$ cat config.mk
export PLATFORM = sky130hd
export DESIGN_NAME = schema_checked_key_value_table_unit
export DESIGN_NICKNAME = d
export VERILOG_FILES = /design/src/hdl/skvt_pkg.sv /design/src/hdl/skvt_ram.sv /design/src/hdl/skvt_scan.sv /design/src/hdl/schema_checked_key_value_table_unit.sv
export SDC_FILE = /design/constraint.sdc
export NUM_CORES = 2
export LEC_CHECK = 0
export BUFFER_PORTS_ARGS = -buffer_cell sky130_fd_sc_hd__buf_4
export CAP_MARGIN = 10
export CORE_MARGIN = 3
export CORE_UTILIZATION = 50
export DETAILED_ROUTE_END_ITERATION = 10
export GPL_ROUTABILITY_DRIVEN = 0
export GPL_TIMING_DRIVEN = 0
export PLACE_DENSITY = 0.72
export SLEW_MARGIN = 10
export SYNTH_ARGS = -nofsm -noshare
export SYNTH_HDL_FRONTEND = slang
export SYNTH_SLANG_ARGS = --single-unit
$ cat constraint.sdc
create_clock -name clk_i -period 14.4 [get_ports clk_i]
set_input_delay 1.44 -clock clk_i [delete_from_list [all_inputs] [get_ports clk_i]]
set_output_delay 1.44 -clock clk_i [all_outputs]
set_load 0.02 [all_outputs]
$ cat src/hdl/skvt_pkg.sv
// Shared types, codes and helpers of the schema-checked key/value table.
`timescale 1ns / 1ps
`default_nettype none
package skvt_pkg;

  localparam int unsigned OP_W   = 3;
  localparam int unsigned KEY_W  = 32;
  localparam int unsigned TYPE_W = 3;
  localparam int unsigned SIZE_W = 4;
  localparam int unsigned DATA_W = 64;

  localparam logic [OP_W-1:0] OP_SCHEMA_ADD    = 3'd0;
  localparam logic [OP_W-1:0] OP_SCHEMA_REMOVE = 3'd1;
  localparam logic [OP_W-1:0] OP_SCHEMA_LOOKUP = 3'd2;
  localparam logic [OP_W-1:0] OP_SET           = 3'd3;
  localparam logic [OP_W-1:0] OP_CLEAR         = 3'd4;
  localparam logic [OP_W-1:0] OP_GET           = 3'd5;

  localparam logic [TYPE_W-1:0] TYPE_INT    = 3'd0;
  localparam logic [TYPE_W-1:0] TYPE_UINT   = 3'd1;
  localparam logic [TYPE_W-1:0] TYPE_FLOAT  = 3'd2;
  localparam logic [TYPE_W-1:0] TYPE_STRING = 3'd3;
  localparam logic [TYPE_W-1:0] TYPE_BYTES  = 3'd4;

  typedef struct packed {
    logic hit;
    logic free;
    logic match;
  } skvt_scan_t;

  function automatic logic [DATA_W-1:0] byte_mask(input logic [SIZE_W-1:0] n);
    logic [DATA_W-1:0] m;
    for (int b = 0; b < DATA_W / 8; b++) begin
      m[b*8 +: 8] = (SIZE_W'(b) < n) ? 8'hff : 8'h00;
    end
    return m;
  endfunction

  function automatic logic size_ok(input logic [TYPE_W-1:0] typ,
                                   input logic [SIZE_W-1:0] limit,
                                   input logic [SIZE_W-1:0] len);
    logic ok;
    case (typ)
      TYPE_INT, TYPE_UINT, TYPE_FLOAT: ok = (len == limit);
      TYPE_STRING, TYPE_BYTES:         ok = (len <= limit);
      default:                         ok = 1'b0;
    endcase
    return ok;
  endfunction

endpackage
`default_nettype wire

$ cat src/hdl/skvt_ram.sv
// Single-port-write, single-port-read RAM with registered read data.
`timescale 1ns / 1ps
`default_nettype none
module skvt_ram #(
  parameter int unsigned WIDTH = 8,
  parameter int unsigned DEPTH = 16,
  localparam int unsigned AW = (DEPTH > 1) ? $clog2(DEPTH) : 1
) (
  input  wire logic             clk_i,
  input  wire logic             we_i,
  input  wire logic [AW-1:0]    waddr_i,
  input  wire logic [WIDTH-1:0] wdata_i,
  input  wire logic [AW-1:0]    raddr_i,
  output logic      [WIDTH-1:0] rdata_o
);

  logic [WIDTH-1:0] mem_q [DEPTH];
  logic [WIDTH-1:0] rdata_q;

  always_ff @(posedge clk_i) begin
    if (we_i) begin
      mem_q[waddr_i] <= wdata_i;
    end
    rdata_q <= mem_q[raddr_i];
  end

  assign rdata_o = rdata_q;

endmodule
`default_nettype wire

$ cat src/hdl/skvt_scan.sv
// Shared key compare unit: tracks first matching and first empty slot of a scan.
`timescale 1ns / 1ps
`default_nettype none
module skvt_scan
  import skvt_pkg::*;
#(
  parameter int unsigned IDX_W  = 5,
  parameter int unsigned INFO_W = 8
) (
  input  wire logic              clk_i,
  input  wire logic              rst_ni,
  input  wire logic              start_i,
  input  wire logic              sample_i,
  input  wire logic [KEY_W-1:0]  key_i,
  input  wire logic [KEY_W-1:0]  rd_key_i,
  input  wire logic              rd_valid_i,
  input  wire logic [IDX_W-1:0]  rd_idx_i,
  input  wire logic [INFO_W-1:0] rd_info_i,
  output skvt_scan_t             flags_o,
  output logic      [IDX_W-1:0]  hit_idx_o,
  output logic      [IDX_W-1:0]  free_idx_o,
  output logic      [INFO_W-1:0] hit_info_o
);

  logic              match;
  logic              empty;
  logic              hit_q;
  logic              free_q;
  logic [IDX_W-1:0]  hit_idx_q;
  logic [IDX_W-1:0]  free_idx_q;
  logic [INFO_W-1:0] hit_info_q;

  assign match = sample_i && rd_valid_i && (rd_key_i == key_i);
  assign empty = sample_i && !rd_valid_i;

  always_ff @(posedge clk_i or negedge rst_ni) begin
    if (!rst_ni) begin
      hit_q  <= 1'b0;
      free_q <= 1'b0;
    end else if (start_i) begin
      hit_q  <= 1'b0;
      free_q <= 1'b0;
    end else begin
      if (match) begin
        hit_q <= 1'b1;
      end
      if (empty) begin
        free_q <= 1'b1;
      end
    end
  end

  always_ff @(posedge clk_i) begin
    if (match && !hit_q) begin
      hit_idx_q  <= rd_idx_i;
      hit_info_q <= rd_info_i;
    end
    if (empty && !free_q) begin
      free_idx_q <= rd_idx_i;
    end
  end

  assign flags_o    = '{hit: hit_q, free: free_q, match: match};
  assign hit_idx_o  = hit_idx_q;
  assign free_idx_o = free_idx_q;
  assign hit_info_o = hit_info_q;

endmodule
`default_nettype wire

$ cat src/hdl/schema_checked_key_value_table_unit.sv
// Top level of the schema-checked key/value table: sequencer, tables, result register.
//
// Input channel: in_valid_i/in_ready_o carry one command word (op, key, type,
// size, data). Output channel: out_valid_o/out_ready_i carry one result word per
// command. in_ready_o is high only while the sequencer is idle; one command is
// worked on at a time.
// Each command walks a table one slot per cycle through the shared key compare
// unit, with registered RAM reads; the scan covers every slot of its table:
//   schema add, remove, lookup : the schema table
//   clear, get                 : the value table
//   set                        : the schema table, then the value table on a fitting schema
//   zero key, bad op or size   : no scan
// The sequencer returns to idle, ready for the next command, as the result enters the output register.
// A new command is accepted while a result still waits in the output register;
// if the receiver stalls, the finished command holds in its done state until
// the output register frees.
// Reset clears the slot valid bits of both tables at once, so both tables read
// empty right after reset; there is no clearing pass.
`timescale 1ns / 1ps
`default_nettype none
module schema_checked_key_value_table_unit
  import skvt_pkg::*;
#(
  parameter int unsigned SCHEMA_ENTRIES  = 16,
  parameter int unsigned VALUE_ENTRIES   = 32,
  parameter int unsigned MAX_VALUE_BYTES = 8
) (
  input  wire logic              clk_i,
  input  wire logic              rst_ni,
  input  wire logic              in_valid_i,
  output logic                   in_ready_o,
  input  wire logic [OP_W-1:0]   op_i,
  input  wire logic [KEY_W-1:0]  key_i,
  input  wire logic [TYPE_W-1:0] value_type_i,
  input  wire logic [SIZE_W-1:0] value_size_i,
  input  wire logic [DATA_W-1:0] value_data_i,
  output logic                   out_valid_o,
  input  wire logic              out_ready_i,
  output logic                   status_o,
  output logic                   found_o,
  output logic      [TYPE_W-1:0] found_type_o,
  output logic      [SIZE_W-1:0] found_size_o,
  output logic      [DATA_W-1:0] found_data_o
);

  localparam int unsigned SAW    = (SCHEMA_ENTRIES > 1) ? $clog2(SCHEMA_ENTRIES) : 1;
  localparam int unsigned VAW    = (VALUE_ENTRIES > 1) ? $clog2(VALUE_ENTRIES) : 1;
  localparam int unsigned CW     = (SAW > VAW) ? SAW : VAW;
  localparam int unsigned SCH_W  = KEY_W + TYPE_W + SIZE_W;
  localparam int unsigned VK_W   = KEY_W + SIZE_W;
  localparam int unsigned INFO_W = TYPE_W + SIZE_W + DATA_W;

  localparam logic [CW-1:0]     S_LAST   = CW'(SCHEMA_ENTRIES - 1);
  localparam logic [CW-1:0]     V_LAST   = CW'(VALUE_ENTRIES - 1);
  localparam logic [SIZE_W-1:0] MAX_SIZE = SIZE_W'(MAX_VALUE_BYTES);

  localparam logic [2:0] ST_IDLE  = 3'd0;
  localparam logic [2:0] ST_SCAN  = 3'd1;
  localparam logic [2:0] ST_DRAIN = 3'd2;
  localparam logic [2:0] ST_EVAL  = 3'd3;
  localparam logic [2:0] ST_DONE  = 3'd4;

  logic [2:0]          state_q, state_d;
  logic                tab_q, tab_d;
  logic [CW-1:0]       addr_q, addr_d;
  logic                rd_vld_q;
  logic [CW-1:0]       rd_idx_q;
  logic                svrd_q, vvrd_q;
  logic [SCHEMA_ENTRIES-1:0] sval_q;
  logic [VALUE_ENTRIES-1:0]  vval_q;

  logic [OP_W-1:0]     op_q;
  logic [KEY_W-1:0]    key_q;
  logic [TYPE_W-1:0]   vt_q;
  logic [SIZE_W-1:0]   vs_q;
  logic [DATA_W-1:0]   vd_q;

  logic                res_load;
  logic                res_status_d, res_status_q;
  logic                res_found_d, res_found_q;
  logic [TYPE_W-1:0]   res_type_d, res_type_q;
  logic [SIZE_W-1:0]   res_size_d, res_size_q;
  logic [DATA_W-1:0]   res_data_d, res_data_q;

  logic                out_load;
  logic                out_valid_q;
  logic                out_status_q, out_found_q;
  logic [TYPE_W-1:0]   out_type_q;
  logic [SIZE_W-1:0]   out_size_q;
  logic [DATA_W-1:0]   out_data_q;

  logic                accept;
  logic                early_err;
  logic                scan_start;
  logic                s_we, v_we, s_clr, v_clr;
  logic [SCH_W-1:0]    s_rdata;
  logic [VK_W-1:0]     vk_rdata;
  logic [DATA_W-1:0]   vd_rdata;
  logic [KEY_W-1:0]    rd_key;
  logic                rd_valid;
  logic [INFO_W-1:0]   rd_info;
  skvt_scan_t          flags;
  logic [CW-1:0]       hit_idx, free_idx, v_slot;
  logic [INFO_W-1:0]   hit_info;
  logic [TYPE_W-1:0]   h_type;
  logic [SIZE_W-1:0]   h_size;
  logic [DATA_W-1:0]   h_data;

  assign accept     = in_valid_i && in_ready_o;
  assign in_ready_o = (state_q == ST_IDLE);

  skvt_ram #(.WIDTH(SCH_W), .DEPTH(SCHEMA_ENTRIES)) u_schema_ram (
    .clk_i   (clk_i),
    .we_i    (s_we),
    .waddr_i (free_idx[SAW-1:0]),
    .wdata_i ({key_q, vt_q, vs_q}),
    .raddr_i (addr_q[SAW-1:0]),
    .rdata_o (s_rdata)
  );

  skvt_ram #(.WIDTH(VK_W), .DEPTH(VALUE_ENTRIES)) u_vkey_ram (
    .clk_i   (clk_i),
    .we_i    (v_we),
    .waddr_i (v_slot[VAW-1:0]),
    .wdata_i ({key_q, vs_q}),
    .raddr_i (addr_q[VAW-1:0]),
    .rdata_o (vk_rdata)
  );

  skvt_ram #(.WIDTH(DATA_W), .DEPTH(VALUE_ENTRIES)) u_vdata_ram (
    .clk_i   (clk_i),
    .we_i    (v_we),
    .waddr_i (v_slot[VAW-1:0]),
    .wdata_i (vd_q & byte_mask(vs_q)),
    .raddr_i (addr_q[VAW-1:0]),
    .rdata_o (vd_rdata)
  );

  always_comb begin
    if (tab_q) begin
      rd_key   = vk_rdata[VK_W-1 -: KEY_W];
      rd_valid = vvrd_q;
      rd_info  = {{TYPE_W{1'b0}}, vk_rdata[SIZE_W-1:0], vd_rdata};
    end else begin
      rd_key   = s_rdata[SCH_W-1 -: KEY_W];
      rd_valid = svrd_q;
      rd_info  = {s_rdata[SIZE_W +: TYPE_W], s_rdata[SIZE_W-1:0], {DATA_W{1'b0}}};
    end
  end

  skvt_scan #(.IDX_W(CW), .INFO_W(INFO_W)) u_scan (
    .clk_i      (clk_i),
    .rst_ni     (rst_ni),
    .start_i    (scan_start),
    .sample_i   (rd_vld_q),
    .key_i      (key_q),
    .rd_key_i   (rd_key),
    .rd_valid_i (rd_valid),
    .rd_idx_i   (rd_idx_q),
    .rd_info_i  (rd_info),
    .flags_o    (flags),
    .hit_idx_o  (hit_idx),
    .free_idx_o (free_idx),
    .hit_info_o (hit_info)
  );

  assign h_type = hit_info[INFO_W-1 -: TYPE_W];
  assign h_size = hit_info[DATA_W +: SIZE_W];
  assign h_data = hit_info[DATA_W-1:0];
  assign v_slot = flags.hit ? hit_idx : free_idx;

  assign s_clr = flags.match && !tab_q && (op_q == OP_SCHEMA_REMOVE);
  assign v_clr = flags.match && tab_q && (op_q == OP_CLEAR);

  assign early_err = (key_i == '0) || (op_i > OP_GET) ||
                     ((op_i == OP_SCHEMA_ADD) &&
                      ((value_size_i == '0) || (value_size_i > MAX_SIZE)));

  always_comb begin
    state_d      = state_q;
    tab_d        = tab_q;
    addr_d       = addr_q;
    scan_start   = 1'b0;
    s_we         = 1'b0;
    v_we         = 1'b0;
    out_load     = 1'b0;
    res_load     = 1'b0;
    res_status_d = 1'b1;
    res_found_d  = 1'b0;
    res_type_d   = '0;
    res_size_d   = '0;
    res_data_d   = '0;
    case (state_q)
      ST_IDLE: begin
        if (accept) begin
          if (early_err) begin
            res_load = 1'b1;
            state_d  = ST_DONE;
          end else begin
            tab_d      = (op_i == OP_CLEAR) || (op_i == OP_GET);
            addr_d     = '0;
            scan_start = 1'b1;
            state_d    = ST_SCAN;
          end
        end
      end
      ST_SCAN: begin
        if (addr_q == (tab_q ? V_LAST : S_LAST)) begin
          state_d = ST_DRAIN;
        end else begin
          addr_d = addr_q + CW'(1);
        end
      end
      ST_DRAIN: begin
        state_d = ST_EVAL;
      end
      ST_EVAL: begin
        state_d  = ST_DONE;
        res_load = 1'b1;
        case (op_q)
          OP_SCHEMA_ADD: begin
            if (!flags.hit && flags.free) begin
              s_we         = 1'b1;
              res_status_d = 1'b0;
            end
          end
          OP_SCHEMA_REMOVE, OP_CLEAR: begin
            res_status_d = 1'b0;
          end
          OP_SCHEMA_LOOKUP: begin
            res_status_d = 1'b0;
            res_found_d  = flags.hit;
            res_type_d   = flags.hit ? h_type : '0;
            res_size_d   = flags.hit ? h_size : '0;
          end
          OP_SET: begin
            if (!tab_q) begin
              if (flags.hit && size_ok(h_type, h_size, vs_q)) begin
                res_load   = 1'b0;
                tab_d      = 1'b1;
                addr_d     = '0;
                scan_start = 1'b1;
                state_d    = ST_SCAN;
              end
            end else if (flags.hit || flags.free) begin
              v_we         = 1'b1;
              res_status_d = 1'b0;
            end
          end
          OP_GET: begin
            res_status_d = 1'b0;
            res_found_d  = flags.hit;
            res_size_d   = flags.hit ? h_size : '0;
            res_data_d   = flags.hit ? h_data : '0;
          end
          default: begin
            res_status_d = 1'b1;
          end
        endcase
      end
      ST_DONE: begin
        if (!out_valid_q || out_ready_i) begin
          out_load = 1'b1;
          state_d  = ST_IDLE;
        end
      end
      default: begin
        state_d = ST_IDLE;
      end
    endcase
  end

  always_ff @(posedge clk_i or negedge rst_ni) begin
    if (!rst_ni) begin
      state_q     <= ST_IDLE;
      tab_q       <= 1'b0;
      addr_q      <= '0;
      rd_vld_q    <= 1'b0;
      sval_q      <= '0;
      vval_q      <= '0;
      out_valid_q <= 1'b0;
    end else begin
      state_q  <= state_d;
      tab_q    <= tab_d;
      addr_q   <= addr_d;
      rd_vld_q <= (state_q == ST_SCAN);
      if (s_we) begin
        sval_q[free_idx[SAW-1:0]] <= 1'b1;
      end
      if (s_clr) begin
        sval_q[rd_idx_q[SAW-1:0]] <= 1'b0;
      end
      if (v_we) begin
        vval_q[v_slot[VAW-1:0]] <= 1'b1;
      end
      if (v_clr) begin
        vval_q[rd_idx_q[VAW-1:0]] <= 1'b0;
      end
      if (out_load) begin
        out_valid_q <= 1'b1;
      end else if (out_ready_i) begin
        out_valid_q <= 1'b0;
      end
    end
  end

  always_ff @(posedge clk_i) begin
    rd_idx_q <= addr_q;
    svrd_q   <= sval_q[addr_q[SAW-1:0]];
    vvrd_q   <= vval_q[addr_q[VAW-1:0]];
    if (accept) begin
      op_q  <= op_i;
      key_q <= key_i;
      vt_q  <= value_type_i;
      vs_q  <= value_size_i;
      vd_q  <= value_data_i;
    end
    if (res_load) begin
      res_status_q <= res_status_d;
      res_found_q  <= res_found_d;
      res_type_q   <= res_type_d;
      res_size_q   <= res_size_d;
      res_data_q   <= res_data_d;
    end
    if (out_load) begin
      out_status_q <= res_status_q;
      out_found_q  <= res_found_q;
      out_type_q   <= res_type_q;
      out_size_q   <= res_size_q;
      out_data_q   <= res_data_q;
    end
  end

  assign out_valid_o  = out_valid_q;
  assign status_o     = out_status_q;
  assign found_o      = out_found_q;
  assign found_type_o = out_type_q;
  assign found_size_o = out_size_q;
  assign found_data_o = out_data_q;

endmodule
`default_nettype wire

==> parameters.txt <==
Parameter                              Value

STA
  Post-Route Setup TNS    0 ns
  Period utilization    35.13%
  Final period demand of the worst path    5.058 ns
  Final setup fails    0
  Worst slew slack as a fraction of its limit    11.86%
  Final hold viol count    0
  Worst-case clock skew    0.07129 ns
  Slew at the pin closest to its max-slew limit    1.322 ns
  Unrepaired setup endpoints after global routing    false
  Final Max Slew Viols    0
  Max Freq    0.1977 GHz

Final layout
  Fraction of final layout cells with drive strength greater than 1    34.07%
  Fill count    21.45k
  Final net count    7762
  Core Util, Final    59.09%
  Area overhead of the layout relative to synthesis    17.44%
  Post-route design area    191800 um2

Clock tree
  Number of hold buffers added after cts    0
  # Post-CTS Setup Buffers    0
  CTS H-Tree Depth    5
  Sink Count    4364
  Clk Latency, worst-skew pair    0.97 ns
  Clock Root Buffer    sky130_fd_sc_hd__clkbuf_16
  Clock transition time at the flip-flop clock pins of the worst setup and hold paths    0.07 ns
  TritonCTS clock tree    built
  Maximum clock insertion buffer count    4
  Num CTS Buffers    419
  Resized Gates After CTS    0

Global route
  Vias in the first global route    80.89k
  Pin count of the biggest net entering global routing    62
  Total global routing track utilization    25.93%
  Routing usage on met1    33.94%
  Number of antenna violations at the first check in global routing    23
  Met2 track demand over resource in global routing    41.69%
  Wire length of the first global-routing pass    609200 um
  Total global routing overflow    0
  Global-route layer with the greatest usage    met2
  Global-route met3 utilization    5.729%

Floorplan
  Starting Density    50.31%
  Number of standard-cell rows in the floorplan    209
  Die ar.    333400 um2
  Y dimension of the die    577.4 um
  Core area    324500 um2
  Horizontal extent of the die    577.4 um
  Count of pins on the block boundary    185

Setup path
  Worst Reg2Reg Path Length in Cells    12
  Critical Path Source Type    flip-flop
  Crit-path leading delay family    simple AND/OR/NAND/NOR gates
  Capture point of the worst reg-to-reg path    u_scan.hit_info_o[32]$_SDFFCE_PN0P_
  CP max-delay cell    sky130_fd_sc_hd__nor4_2
  Endpoint required time on the critical path    15.03 ns
  Number of stages on the worst setup path    12
  Setup slack of the worst register-to-register path    9.34 ns
  Critical Path, Cell by Cell    buf_6 > buf_6 > buf_4 > mux2i_1 > xor2_1 > nand4_1 > nor4_2 > buf_2 > nand3_1 > nor2_4 > buf_12 > buf_12
  Top fanout value on the critical path    30
  Signal arrival time at the worst endpoint    5.69 ns
  CP Class    flip-flop to flip-flop
  Crit-path max cell delay    0.86 ns
  Number of buffers and inverters on the critical path    6
  Reg2Reg Launch Point    tab_q$_DFFE_PN0P_
  Endpoint kind of the worst setup timing path    flip-flop

Drt
  Total routed wirelength    433900 um
  DRC violations left    0
  Detail-routed via count per cell    6.436
  First-pass DRT Iterations    9
  Routed length per instance    35.12 um
  Via count    79.52k
  Violation count after the first detailed-routing iteration    12.36k
  Post-route antenna net violation count    0

Logic synthesis
  Share of Yosys cell area claimed by the top area cell type    76.45%
  Post-synthesis average cell area    24.44 um2
  Yosys top cell by area    sky130_fd_sc_hd__edfxtp_1
  Top cells by area in the synthesized netlist    sky130_fd_sc_hd__edfxtp_1, sky130_fd_sc_hd__mux4_2, sky130_fd_sc_hd__dfxtp_1
  Asr flop ratio synth    1.398%
  Yosys reg bits    4364
  Mapped Area    163300 um2
  Most frequently used cell type in the post-synthesis netlist    sky130_fd_sc_hd__edfxtp_1
  Share of synthesized area occupied by flip-flops and latches    79.18%
  Cell variety after synth    57
  Yosys Warn Count    0
  Number of enable flip-flop cells after synthesis    4157
  Post-Syn Nets    6796
  Commonest register cell after synthesis    sky130_fd_sc_hd__edfxtp_1
  Cell count after synthesis    6681
  Top cells by count, synth    sky130_fd_sc_hd__edfxtp_1, sky130_fd_sc_hd__mux4_2, sky130_fd_sc_hd__clkbuf_1, sky130_fd_sc_hd__and2_1, sky130_fd_sc_hd__dfxtp_1

Place
  Area after DPL    177900 um2
  Dpl hpwl    273200 um
  Number of buffers added on ports    184

Power and ir drop
  Power per cell area    181.0 nW/um2
  Peak supply drop    0.1139 mV
  Leak pwr    0.06040 uW

Status
  Outcome    finished clean

Worst hold path
  Hold WC Path Type    flip-flop to flip-flop
  Endpoint of the worst hold path    rd_idx_q[3]$_DFF_P_
  Start point of the worst min-delay path    addr_q[3]$_DFFE_PN0P_
  Worst hold path cell count    0

Job
  Max-cap viol count    0
==> metrics by stage <==
step	total power, uW	hold slack (ns)	std cells	worst slack, ns
global placement	23390	0.3589	11190	0.1849
floorplan	20670	0.3454	6681	6.900
CTS	34780	0.3757	12340	9.723
finish	34700	0.3598	12360	9.342
global route	35650	0.3850	12350	9.350
detailed placement	23870	0.3587	11550	9.791
==> cell type report <==
class	instances	area [um2]	share of cell area [%]
sequential	4364	129300	67.42
timing repair buffer	545	8713	4.544
inverter	12	45.04	0.02349
antenna	15	37.54	0.01958
buffer	333	1548	0.8071
tap	4325	5411	2.822
clock buffer	581	11610	6.056
multi-input combinational	1972	32980	17.20
clock inverter	208	2128	1.110
==> registers in the layout, indices dropped and copies added (netlist names), 4 cells and up <==
register	count
u_scan.free_idx_o	5
key_q	32
u_schema_ram.rdata_o	39
u_vdata_ram.mem_q	2048
res_data_q	64
u_schema_ram.mem_q	624
vval_q	32
u_vkey_ram.mem_q	1152
addr_q	5
u_scan.hit_info_o	71
found_data_o	64
u_scan.hit_idx_o	5
vs_q	4
res_size_q	4
rd_idx_q	5
u_vkey_ram.rdata_o	36
u_vdata_ram.rdata_o	64
found_size_o	4
sval_q	16
vd_q	64
==> kinds of logic (layout without fill, tap and decap cells) <==
| family | Yosys count | after routing | share of synthesized area [%] |
|---|---|---|---|
| compound gates | 90 | 90 | 0.3303 |
| xor+xnor | 36 | 36 | 0.1931 |
| fa+ha+maj | 5 | 5 | 0.03832 |
| buf+inv | 345 | 1679 | 0.9533 |
| flops | 4364 | 4364 | 79.18 |
| mux | 1351 | 1351 | 17.64 |
| other cells | 0 | 15 | 0 |
| simple gates | 490 | 490 | 1.670 |
==> cells in the final DEF (no fill, tap or decap), types with 8 or more instances in the layout <==
cell type	n
sky130_fd_sc_hd__edfxtp_1	4157
sky130_fd_sc_hd__mux4_2	1210
sky130_fd_sc_hd__clkbuf_16	426
sky130_fd_sc_hd__clkbuf_1	274
sky130_fd_sc_hd__buf_4	204
sky130_fd_sc_hd__buf_12	169
sky130_fd_sc_hd__and2_1	152
sky130_fd_sc_hd__dfxtp_1	146
sky130_fd_sc_hd__mux2_2	107
sky130_fd_sc_hd__buf_16	99
sky130_fd_sc_hd__buf_2	96
sky130_fd_sc_hd__clkinv_2	76
sky130_fd_sc_hd__clkinv_1	63
sky130_fd_sc_hd__buf_8	63
sky130_fd_sc_hd__dfrtp_1	61
sky130_fd_sc_hd__nor2_1	60
sky130_fd_sc_hd__nor2b_2	48
sky130_fd_sc_hd__nor2_4	46
sky130_fd_sc_hd__nor3_1	44
sky130_fd_sc_hd__a21oi_1	37
sky130_fd_sc_hd__clkbuf_8	37
sky130_fd_sc_hd__mux2i_1	34
sky130_fd_sc_hd__bufinv_16	34
sky130_fd_sc_hd__buf_1	32
sky130_fd_sc_hd__buf_6	31
sky130_fd_sc_hd__clkbuf_2	28
sky130_fd_sc_hd__xor2_1	28
sky130_fd_sc_hd__nand2_1	27
sky130_fd_sc_hd__a31oi_1	16
sky130_fd_sc_hd__and3_1	16
sky130_fd_sc_hd__and3b_1	16
sky130_fd_sc_hd__diode_2	15
sky130_fd_sc_hd__nor4_1	14
sky130_fd_sc_hd__inv_1	12
sky130_fd_sc_hd__nand2b_1	12
sky130_fd_sc_hd__o21ai_0	12
sky130_fd_sc_hd__nand4_1	12
sky130_fd_sc_hd__nand3_1	12
sky130_fd_sc_hd__clkinvlp_4	10
sky130_fd_sc_hd__xnor2_1	8
==> where the power goes <==
group | total (uW) | switching [uW] | internal, uW
Clock | 11000 | 4700 | 6260
Sequential | 15300 | 337 | 15000
Combinational | 8410 | 4670 | 3740
Total | 34700 | 9710 | 25000
==> per-layer routing <==
layer	routed length, um	vias up	part of all wire [%]
met1	149500	42030	34
met5	64	-	0.015
met4	24680	10	5.7
met2	211600	5821	49
met3	48080	1144	11
li1	-	30510	-
==> how the worst max path moves through the flow <==
stage | slack, ns | start | endpoint
global route | 9.35 | tab_q$_DFFE_PN0P_ | u_scan.hit_info_o[31]$_SDFFCE_PN0P_
detailed placement | 9.79 | key_i[9] | res_data_q[26]$_SDFFCE_PN0P_
floorplan | 6.90 | vs_q[0]$_DFFE_PP_ | res_data_q[0]$_SDFFCE_PN0P_
global placement | 0.18 | tab_q$_DFFE_PN0P_ | u_vdata_ram.mem_q[12][40]$_DFFE_PP_
CTS | 9.72 | tab_q$_DFFE_PN0P_ | u_scan.hit_info_o[31]$_SDFFCE_PN0P_
finish | 9.34 | tab_q$_DFFE_PN0P_ | u_scan.hit_info_o[32]$_SDFFCE_PN0P_
No activity file was read; power rests on OpenSTA's default activity.
